## config.mk

```make
export PLATFORM = sky130hd
export DESIGN_NAME = periodic_timer_heap_core
export DESIGN_NICKNAME = d
export VERILOG_FILES = /design/src/rtl/core/pth_pkg.sv /design/src/rtl/core/periodic_timer_heap_core.sv /design/src/rtl/core/pth_datapath.sv /design/src/rtl/core/pth_ctrl.sv
export SDC_FILE = /design/constraint.sdc
export NUM_CORES = 1
export LEC_CHECK = 0
export ABC_AREA = 0
export BUFFER_PORTS_ARGS = -buffer_cell sky130_fd_sc_hd__buf_2
export CAP_MARGIN = 20
export CORE_MARGIN = 5
export CORE_UTILIZATION = 25
export DETAILED_ROUTE_END_ITERATION = 10
export SLEW_MARGIN = 20
export SYNTH_ARGS = -nofsm -noshare
export SYNTH_HDL_FRONTEND = slang
export SYNTH_HIERARCHICAL = 1
export SYNTH_SLANG_ARGS = --single-unit
```

## constraint.sdc

```tcl
create_clock -name clk -period 7.8 [get_ports clk]
set_input_delay 0 -clock clk [delete_from_list [all_inputs] [get_ports clk]]
set_output_delay 0 -clock clk [all_outputs]
set_load 0.01 [all_outputs]
```

## src/rtl/core/pth_pkg.sv

```systemverilog
`default_nettype none
// ----------------------------------------------------------------------------
// pth_pkg
// Shared types and constants of the periodic timer heap core.
// ----------------------------------------------------------------------------
package pth_pkg;
	localparam int HeapDepth = 8;
	localparam int IdxW = $clog2(HeapDepth);
	localparam int CntW = $clog2(HeapDepth + 1);
	localparam int MaxExp = 8;
	localparam int ExpW = $clog2(MaxExp + 1);

	localparam logic [1:0] KIND_ACCEPT  = 2'd0;
	localparam logic [1:0] KIND_FULL    = 2'd1;
	localparam logic [1:0] KIND_EXPIRED = 2'd2;
	localparam logic [1:0] KIND_DONE    = 2'd3;

	localparam logic REQ_ADD  = 1'b0;
	localparam logic REQ_TICK = 1'b1;

	// controller -> datapath
	typedef struct packed {
		logic add;       // write new entry at count, bump id
		logic tick;      // advance tick counter
		logic scan_clr;  // start search at entry 0
		logic scan_step; // compare entry at scan index, advance
		logic rearm;     // rewrite best entry
		logic load_out;  // capture result
		logic [1:0] kind;
		logic last;
	} pth_cmd_t;

	// datapath -> controller
	typedef struct packed {
		logic full;
		logic empty;
		logic scan_end;  // scan index reached count
		logic best_due;
	} pth_sts_t;
endpackage
`default_nettype wire

```

## src/rtl/core/periodic_timer_heap_core.sv

```systemverilog
`default_nettype none
// ----------------------------------------------------------------------------
// periodic_timer_heap_core
// Queue of up to eight periodic timers, popped in deadline order on ticks.
// ----------------------------------------------------------------------------
// Usage:
//   s_axis: one transfer per request. tuser = req_type (0 add, 1 tick),
//   tdata = interval (add period, 0 taken as 1; ignored on a tick).
//   m_axis: result transfers. tdata[1:0] result_kind, tdata[17:2] timer_num;
//   tlast marks the final result of the request.
// Sequencing:
//   add: result registered the cycle after acceptance, one result.
//   tick: each expiry takes a decide state plus one linear search over the
//   held timers through the single comparator, plus a result handover;
//   up to 8 expiries then tick-done. One request in flight at a time:
//   s_axis_tready is low from acceptance until the last result is taken.
// Reset: arst_n clears the timer count, tick and id counters; stored
//   entries are not cleared, only entries below the count are read.
// Stall: a held result waits in the output register with tvalid high;
//   the sequencer does not move until m_axis_tready takes it.
// ----------------------------------------------------------------------------
module periodic_timer_heap_core (
	input  wire logic        clk,
	input  wire logic        arst_n,
	input  wire logic        s_axis_tvalid,
	output logic             s_axis_tready,
	input  wire logic [15:0] s_axis_tdata,  // [15:0] interval
	input  wire logic        s_axis_tuser,  // [0] req_type
	output logic             m_axis_tvalid,
	input  wire logic        m_axis_tready,
	output logic [23:0]      m_axis_tdata,  // [1:0] result_kind, [17:2] timer_num
	output logic             m_axis_tlast
);
	import pth_pkg::*;

	pth_cmd_t cmd;
	pth_sts_t sts;
	logic [1:0] kind;
	logic [15:0] tid;

	pth_ctrl u_ctrl (
		.clk(clk), .arst_n(arst_n),
		.in_valid(s_axis_tvalid), .in_req(s_axis_tuser), .in_ready(s_axis_tready),
		.out_valid(m_axis_tvalid), .out_ready(m_axis_tready),
		.sts(sts), .cmd(cmd)
	);

	pth_datapath u_dp (
		.clk(clk), .arst_n(arst_n), .in_interval(s_axis_tdata),
		.cmd(cmd), .sts(sts),
		.res_kind_q(kind), .res_id_q(tid), .res_last_q(m_axis_tlast)
	);

	assign m_axis_tdata = {6'd0, tid, kind};

	// no new request while a result is still pending
	a_no_overlap: assert property (@(posedge clk) disable iff (!arst_n)
		m_axis_tvalid |-> !s_axis_tready)
		else $error("request accepted with result pending");
	// add results always close the request
	a_add_last: assert property (@(posedge clk) disable iff (!arst_n)
		(m_axis_tvalid && (kind == KIND_ACCEPT || kind == KIND_FULL)) |-> m_axis_tlast)
		else $error("add result without tlast");
	// expiry never marked last
	a_exp_notlast: assert property (@(posedge clk) disable iff (!arst_n)
		(m_axis_tvalid && kind == KIND_EXPIRED) |-> !m_axis_tlast)
		else $error("expiry marked last");
endmodule
`default_nettype wire

```

## src/rtl/core/pth_datapath.sv

```systemverilog
`default_nettype none
// ----------------------------------------------------------------------------
// pth_datapath
// Timer store, tick and id counters, sequential minimum search, result reg.
// ----------------------------------------------------------------------------
module pth_datapath (
	input  wire logic            clk,
	input  wire logic            arst_n,
	input  wire logic [15:0]     in_interval,
	input  wire pth_pkg::pth_cmd_t cmd,
	output pth_pkg::pth_sts_t    sts,
	output logic [1:0]           res_kind_q,
	output logic [15:0]          res_id_q,
	output logic                 res_last_q
);
	import pth_pkg::*;

	logic [31:0] dl_q [HeapDepth];
	logic [15:0] iv_q [HeapDepth];
	logic [15:0] id_q [HeapDepth];
	logic [CntW-1:0] count_q;
	logic [31:0] tick_q;
	logic [15:0] next_id_q;
	logic [CntW-1:0] scan_q;
	logic [IdxW-1:0] best_q;
	logic [31:0] best_rel_q;
	logic [15:0] best_id_q;
	logic [15:0] iv_eff;
	logic [31:0] cand_rel;
	logic cand_better;
	logic [IdxW-1:0] scan_idx;

	assign iv_eff = (in_interval == 16'd0) ? 16'd1 : in_interval;
	assign scan_idx = scan_q[IdxW-1:0];
	assign cand_rel = dl_q[scan_idx] - tick_q;
	assign cand_better = ($signed(cand_rel) < $signed(best_rel_q)) ||
		((cand_rel == best_rel_q) && (id_q[scan_idx] < best_id_q));

	assign sts.full = (count_q >= CntW'(HeapDepth));
	assign sts.empty = (count_q == '0);
	assign sts.scan_end = (scan_q >= count_q);
	assign sts.best_due = ($signed(best_rel_q) <= 0);

	always_ff @(posedge clk or negedge arst_n) begin
		if (!arst_n) begin
			count_q <= '0;
			tick_q <= '0;
			next_id_q <= '0;
		end else begin
			if (cmd.add) begin
				count_q <= count_q + 1'b1;
				next_id_q <= next_id_q + 16'd1;
			end
			if (cmd.tick)
				tick_q <= tick_q + 32'd1;
		end
	end

	always_ff @(posedge clk) begin
		if (cmd.add) begin
			dl_q[count_q[IdxW-1:0]] <= tick_q + {16'd0, iv_eff};
			iv_q[count_q[IdxW-1:0]] <= iv_eff;
			id_q[count_q[IdxW-1:0]] <= next_id_q;
		end
		if (cmd.rearm)
			dl_q[best_q] <= tick_q + {16'd0, iv_q[best_q]};
		if (cmd.scan_clr) begin
			scan_q <= CntW'(1);
			best_q <= '0;
			best_rel_q <= dl_q[0] - tick_q;
			best_id_q <= id_q[0];
		end else if (cmd.scan_step) begin
			scan_q <= scan_q + 1'b1;
			if (cand_better) begin
				best_q <= scan_idx;
				best_rel_q <= cand_rel;
				best_id_q <= id_q[scan_idx];
			end
		end
		if (cmd.load_out) begin
			res_kind_q <= cmd.kind;
			res_last_q <= cmd.last;
			unique case (cmd.kind)
				KIND_ACCEPT:  res_id_q <= next_id_q;
				KIND_EXPIRED: res_id_q <= best_id_q;
				default:      res_id_q <= 16'd0;
			endcase
		end
	end
endmodule
`default_nettype wire

```

## src/rtl/core/pth_ctrl.sv

```systemverilog
`default_nettype none
// ----------------------------------------------------------------------------
// pth_ctrl
// Sequencer: input handshake, scan loop, result handshake.
// ----------------------------------------------------------------------------
module pth_ctrl (
	input  wire logic          clk,
	input  wire logic          arst_n,
	input  wire logic          in_valid,
	input  wire logic          in_req,
	output logic               in_ready,
	output logic               out_valid,
	input  wire logic          out_ready,
	input  wire pth_pkg::pth_sts_t sts,
	output pth_pkg::pth_cmd_t  cmd
);
	import pth_pkg::*;

	localparam logic [2:0] S_IDLE = 3'd0;
	localparam logic [2:0] S_SCAN = 3'd1;
	localparam logic [2:0] S_DEC  = 3'd2;
	localparam logic [2:0] S_OUT  = 3'd3;
	localparam logic [2:0] S_OUTL = 3'd4;

	logic [2:0] state_q, state_d;
	logic [ExpW-1:0] nexp_q;
	logic tick_go, ovalid_q;

	assign in_ready = (state_q == S_IDLE) && !ovalid_q;
	assign out_valid = ovalid_q;
	assign tick_go = in_valid && in_ready && (in_req == REQ_TICK);

	always_comb begin
		cmd = '0;
		state_d = state_q;
		unique case (state_q)
			S_IDLE: begin
				if (in_valid && in_ready) begin
					if (in_req == REQ_TICK) begin
						cmd.tick = 1'b1;
						state_d = S_DEC;
					end else begin
						cmd.load_out = 1'b1;
						cmd.last = 1'b1;
						cmd.kind = sts.full ? KIND_FULL : KIND_ACCEPT;
						cmd.add = !sts.full;
						state_d = S_OUTL;
					end
				end
			end
			S_DEC: begin
				// decide: more expiries allowed and heap non-empty -> search
				if (sts.empty || nexp_q == ExpW'(MaxExp)) begin
					cmd.load_out = 1'b1;
					cmd.kind = KIND_DONE;
					cmd.last = 1'b1;
					state_d = S_OUTL;
				end else begin
					cmd.scan_clr = 1'b1;
					state_d = S_SCAN;
				end
			end
			S_SCAN: begin
				if (!sts.scan_end) begin
					cmd.scan_step = 1'b1;
				end else if (sts.best_due) begin
					cmd.load_out = 1'b1;
					cmd.kind = KIND_EXPIRED;
					cmd.rearm = 1'b1;
					state_d = S_OUT;
				end else begin
					cmd.load_out = 1'b1;
					cmd.kind = KIND_DONE;
					cmd.last = 1'b1;
					state_d = S_OUTL;
				end
			end
			S_OUT: if (out_ready) state_d = S_DEC;
			S_OUTL: if (out_ready) state_d = S_IDLE;
			default: state_d = S_IDLE;
		endcase
	end

	always_ff @(posedge clk or negedge arst_n) begin
		if (!arst_n) begin
			state_q <= S_IDLE;
			nexp_q <= '0;
			ovalid_q <= 1'b0;
		end else begin
			state_q <= state_d;
			if (tick_go)
				nexp_q <= '0;
			else if (cmd.rearm)
				nexp_q <= nexp_q + 1'b1;
			if (cmd.load_out)
				ovalid_q <= 1'b1;
			else if (out_ready)
				ovalid_q <= 1'b0;
		end
	end
endmodule
`default_nettype wire

```

# Yosys cells after proc, flatten, opt, wreduce, memory -nomap -nowiden
# Memories as Yosys holds them, arrays and structs flattened. A register that Yosys moved wholly into a read port is not among the register bits.
# Index checks and enable logic that the tools add are counted.
# word_totals
regBits	134
ramBits	512
memories	3
out_inout_bits	27
# memory_table
memory	depth	word_bits	rd	rd_ports_with_merged_regs	write_ports	line	text
u_dp.dl_q	8	32	2	1	1	pth_datapath.sv:18	logic [31:0] dl_q [HeapDepth];
u_dp.id_q	8	16	2	1	1	pth_datapath.sv:20	logic [15:0] id_q [HeapDepth];
u_dp.iv_q	8	16	1	1	1	pth_datapath.sv:19	logic [15:0] iv_q [HeapDepth];
# classes
n_lt_le_gt_ge	5
addsub	9
n_mux	50
reduce_logical	20
n_eq_ne	11
# ops
cell	count
two-way mux 32 bit	4
adder 32 x 16 -> 32 bit	2
two-way mux 16 bit	4
subtractor 32 bit	2
two-way mux 3 bit	14
adder 32 x 1 -> 32 bit (second input constant)	1
equality test 32 bit	1
<= comparator 32 x 1 -> 1 bit (second input constant)	1
less-than comparator 32 bit	1
case mux 16 bit (2 select lines)	1
OR reduction 32 bit	1
two-way mux 4 bit	5
adder 16 x 1 -> 16 bit (second input constant)	1
zero test 16 bit	1
less-than comparator 16 bit	1
two-way mux 1 bit	16
case mux 3 bit (5 select lines)	1
adder 4 x 1 -> 4 bit (second input constant)	3
case mux 4 bit (3 select lines)	1
nonzero test 2 bit	4
equality test 3 x 2 -> 1 bit (second input constant)	2
two-way mux 2 bit	3
!= test 2 bit (second input constant)	3
two-way mux 5 bit	1
15 further kinds	21

# Depth between registers and ports, before layout
# logic_depth
ltp_word	8
mapped_depth	26

# Modules after synthesis
# The synthesis kept the hierarchy.
# by_module_without_submodules
mod	seq_area_each_um2	n_inst	cells_each	area_per_inst_um2
pth_datapath	18948.2	1	2686	34652.0
pth_ctrl	200.2	1	66	561.8
periodic_timer_heap_core	0.0	1	7	48.8

# Worst setup path before layout
# OpenSTA, ideal clock, no wires.
# synth_timing
path_kind	register to register
startpoint	reg (tool-made name)
endpoint	reg u_dp.best_id_q[0], enable pin
stages_incl_launch_ff	27
required_ns	7.217
slack_ns	0.771
path_buffers	4
synth_period_minus_slack_ns	7.029
t_arrival_ns	6.447
setup_time_ns	0.583
path_cell_list	dfxtp_1 buf_2 buf_2 clkbuf_1 buf_2 mux4_2 mux2i_1 ha_1 inv_1 fa_1 a21o_1 nand4_1 a21boi_1 o2111ai_1 nand2_1 o31ai_1 o211ai_1 a21oi_1 xnor2_1 ha_1 nand4_1 nor4_1 and2_1 a311oi_1 mux2i_1 nor2_1 nand2_1
# synth_lines
element	line	text
end signal, assigned	pth_datapath.sv:71	best_id_q <= id_q[0];
end signal, assigned	pth_datapath.sv:77	best_id_q <= id_q[scan_idx];
end, declared	pth_datapath.sv:27	logic [15:0] best_id_q;

==> impl_results.md <==
* CTS Buf Count at 71
* Fin area at 40,300 um2
* Largest net degree at the start of global routing at 48
* Setup TNS at 0 ns
* Fin crit share at 0.8852
* Gp weighted congestion at 0.8747
* Worst hold-check path type: in -> reg
* Worst skew pair latency at 0.64 ns
* Detailed Route WL at 94,570 um
* GRT Util Overall at 0.1262
* Yosys warns at 6
* Layout cells sized above 1 at 0.1756
* Worst Max-Slew Pin Slew at 1.019 ns
* Detailed Route Iter0 Violations at 1,976
* Die H at 385.6 um
* Placed insts at 4,595
* Via count at 22,460
* Core area at 139,900 um2
* Clock H-tree levels at 3
* Final Hold Viols at 0
* Resize count post-CTS at 0
* FF-to-FF setup slack at 0.90 ns
* FFs w/ async S/R, synth at 0.09202
* Crit path arrival time at 7.27 ns
* GRT overflow at 0
* Post-synth EDFFs at 579
* First drt pass iteration count at 5
* Power Dens Cells at 309.8 nW/um2
* First-pass GRT wire length at 143,700 um
* Root Buffer: clkbuf_16
* CP max FO at 35
* RSZ-0062 raised after global routing: no
* Initial antenna violation count at 0
* Worst Setup Start Kind: flop
* Sequential element share of the synthesized area at 0.5430
* Clock-pin slew on the worst setup and hold paths at 0.06 ns
* Post-CTS Setup Bufs at 0
* CTS tree: built
* Synth area leaders: edfxtp_1 (49%), mux4_2 (8.2%), ha_1 (5.4%)
* Clock skew at 0.02877 ns
* Cells after synthesis at 2,759
* Mean Syn Cell Area at 12.78 um2
* Static leakage at 14.40 nW
* Max_slew headroom at 0.3204
* CP endpoint: u_dp/best_rel_q[24]
* Drc violations at 0
* Fmax achieved at 144.8 MHz
* Area grow syn2layout at 14.28%
* Ys flop type: edfxtp_1
* Final Non-Filler Cells at 4,746
* Post-Place Cell Area at 37,800 um2
* Peak VDD IR at 183.3 uV
* Commonest cells post-synth: edfxtp_1 (579), nand2_1 (258), xnor2_1 (204)
* Initial core utilization at 0.2521
* Mapped Area at 35,260 um2
* DP Worst Slack at 0.8512 ns
* Tot Pwr at 12.49 mW
* HPWL after detailed placement at 62,920 um
* Final Slew Violations at 0
* Number of unique standard cell types used by synthesis at 97
* Die ar. at 148,700 um2
* Antenna violation net count after detailed routing at 0
* Number of diodes at 0
* Vias/cell at 4.733
* FP Rows at 137
* Hold_buf cts at 24
* Crit Reg-Reg Endpoint: u_dp/best_rel_q[24]
* Most frequent cell after synthesis: edfxtp_1
* Worst path required time at 8.17 ns
* Max Cap Viol at 0
* Setup Crit Path Kind: reg -> reg
* Die X at 385.6 um
* CP max stage delay at 0.68 ns
* Nets at 2,993
* CTS Sinks at 652
* Tmin final at 6.905 ns
* I/O pins at 48
* Post-synth top area share at 0.4931
* Outcome: finished clean
* Crit path cell chain: buf_12 -> mux4_2 -> mux2_2 -> ha_1 -> nand2_1 -> or2_2 -> a21oi_1 -> a32oi_1 -> nand2_1 -> o31ai_1 -> o211ai_1 -> a21oi_1 -> xnor2_1 -> ha_1 -> nand4_1 -> nor4_1 -> buf_4 -> and2_1 -> a311oi_1 -> mux2i_1 -> nor2_1 -> nand2_2 -> buf_12
* Final setup margin at 0.8951 ns
* Buffers on Ports at 41
* Worst R2R Path Depth at 23
* FF+latch count, synth at 652
* Slowest cell on crit path: o31ai_1
* Synth area leader: edfxtp_1
* Setup crit end kind: flop
* Vias in the first global route at 22,480
* Drt wl/cell at 19.93 um
* Final setup fails at 0
* Deepest clock path buffer count at 3
cells in the final DEF, fill, tap and decap left out, types with 23 or more instances in the layout:
cell           synthesis  final
nand3_1               43     42
edfxtp_1             579    579
nor2_1               193    187
buf_2                 18     40
ha_1                 152    152
nor3_1                39     35
a21oi_1              115    115
nand2_1              258    257
dfrtp_1               60     60
mux2_2                93     93
mux2i_1               58     58
clkbuf_16              0     73
buf_4                 11     54
xnor2_1              204    204
dlygate4sd3_1          0     23
xor2_1                40     40
nand4_1               34     34
mux4_2               128    128
inv_1                119    118
o21ai_0              139    133
a21o_1                50     50
cell families (layout without fill, tap and decap cells):
group	after synthesis	after routing	share of synthesized area
AND/OR/NAND/NOR	691	691	0.08959
flip-flops	652	652	0.5430
AO/OA/AOI/OAI	473	473	0.09119
multiplexers	279	279	0.1279
buffers and inverters	263	369	0.03137
XOR/XNOR	244	244	0.06060
adder cells (fa/ha/maj)	156	156	0.05620
other	1	6	0.0001063
per-layer routing:
layer,vias up,share of wire,GRT usage
li1,10400,-,-
met1,11330,0.43,0.1630
met2,599,0.49,0.2176
met3,129,0.044,0.01359
met4,0,0.037,0.04895
met5,-,0,0
power breakdown:
| group | leakage [nW] | total (mW) | switching [mW] | internal, mW |
|---|---|---|---|---|
| Sequential | 6.40 | 4.48 | 0.259 | 4.22 |
| Combinational | 6.92 | 4.75 | 2.77 | 1.98 |
| Clock | 1.08 | 3.26 | 1.43 | 1.83 |
| Total | 14.4 | 12.5 | 4.45 | 8.03 |
worst max-delay path: cells and delay by family (launching register included):
family	cells	cell delay, ns
mux	3	1.00
simple gates	8	1.82
xor+xnor	1	0.09
flops	1	0.64
compound gates	6	1.48
buf+inv	3	0.86
fa+ha+maj	2	0.66
per-stage QoR:
step / util / hold WS, ns
after global routing: 0.2881 / 0.2511
after CTS: 0.2881 / 0.2065
after floorplan: - / -0.2956
after global placement: 0.2702 / -0.004852
after detailed placement: 0.2703 / -0.004437
final: 0.2881 / 0.2427
sequential cells by signal, indices dropped and copies added, names as in the netlist, named ones only:
| register | flops |
|---|---|
| u_dp/res_id_q | 16 |
| u_dp/next_id_q | 16 |
| u_ctrl/state_q | 3 |
| u_dp/best_rel_q | 32 |
| u_dp/iv_q | 128 |
| u_dp/res_kind_q | 2 |
| u_dp/scan_q | 4 |
| u_dp/id_q | 128 |
| u_ctrl/out_valid | 1 |
| u_dp/tick_q | 32 |
| u_dp/res_last_q | 1 |
| u_dp/best_id_q | 16 |
| u_dp/count_q | 4 |
| u_dp/dl_q | 256 |
| u_ctrl/nexp_q | 4 |
| u_dp/best_q | 3 |
how the worst min path moves through the flow:
stage	cells after the start	slack [ns]	from	endpoint
floorplan	0	-0.30	arst_n	u_ctrl/nexp_q[0]
finish	2	0.24	s_axis_tdata[5]	u_dp/iv_q[3][5]
detailed placement	1	-0.004	arst_n	u_dp/tick_q[30]
global route	2	0.25	s_axis_tdata[4]	u_dp/iv_q[6][4]
CTS	2	0.21	s_axis_tdata[7]	u_dp/iv_q[1][7]
global placement	1	-0.005	arst_n	u_dp/tick_q[30]
final cells by class:
type	instances	area (um2)
Clock inverter	38	326.6
Sequential cell	652	19160
Tap cell	1876	2347
Multi-Input combinational cell	1849	15180
Timing Repair Buffer	121	915.9
Inverter	121	454.2
Fill cell	14140	99580
Clock buffer	89	1917
No activity file was read; power rests on OpenSTA's default activity.
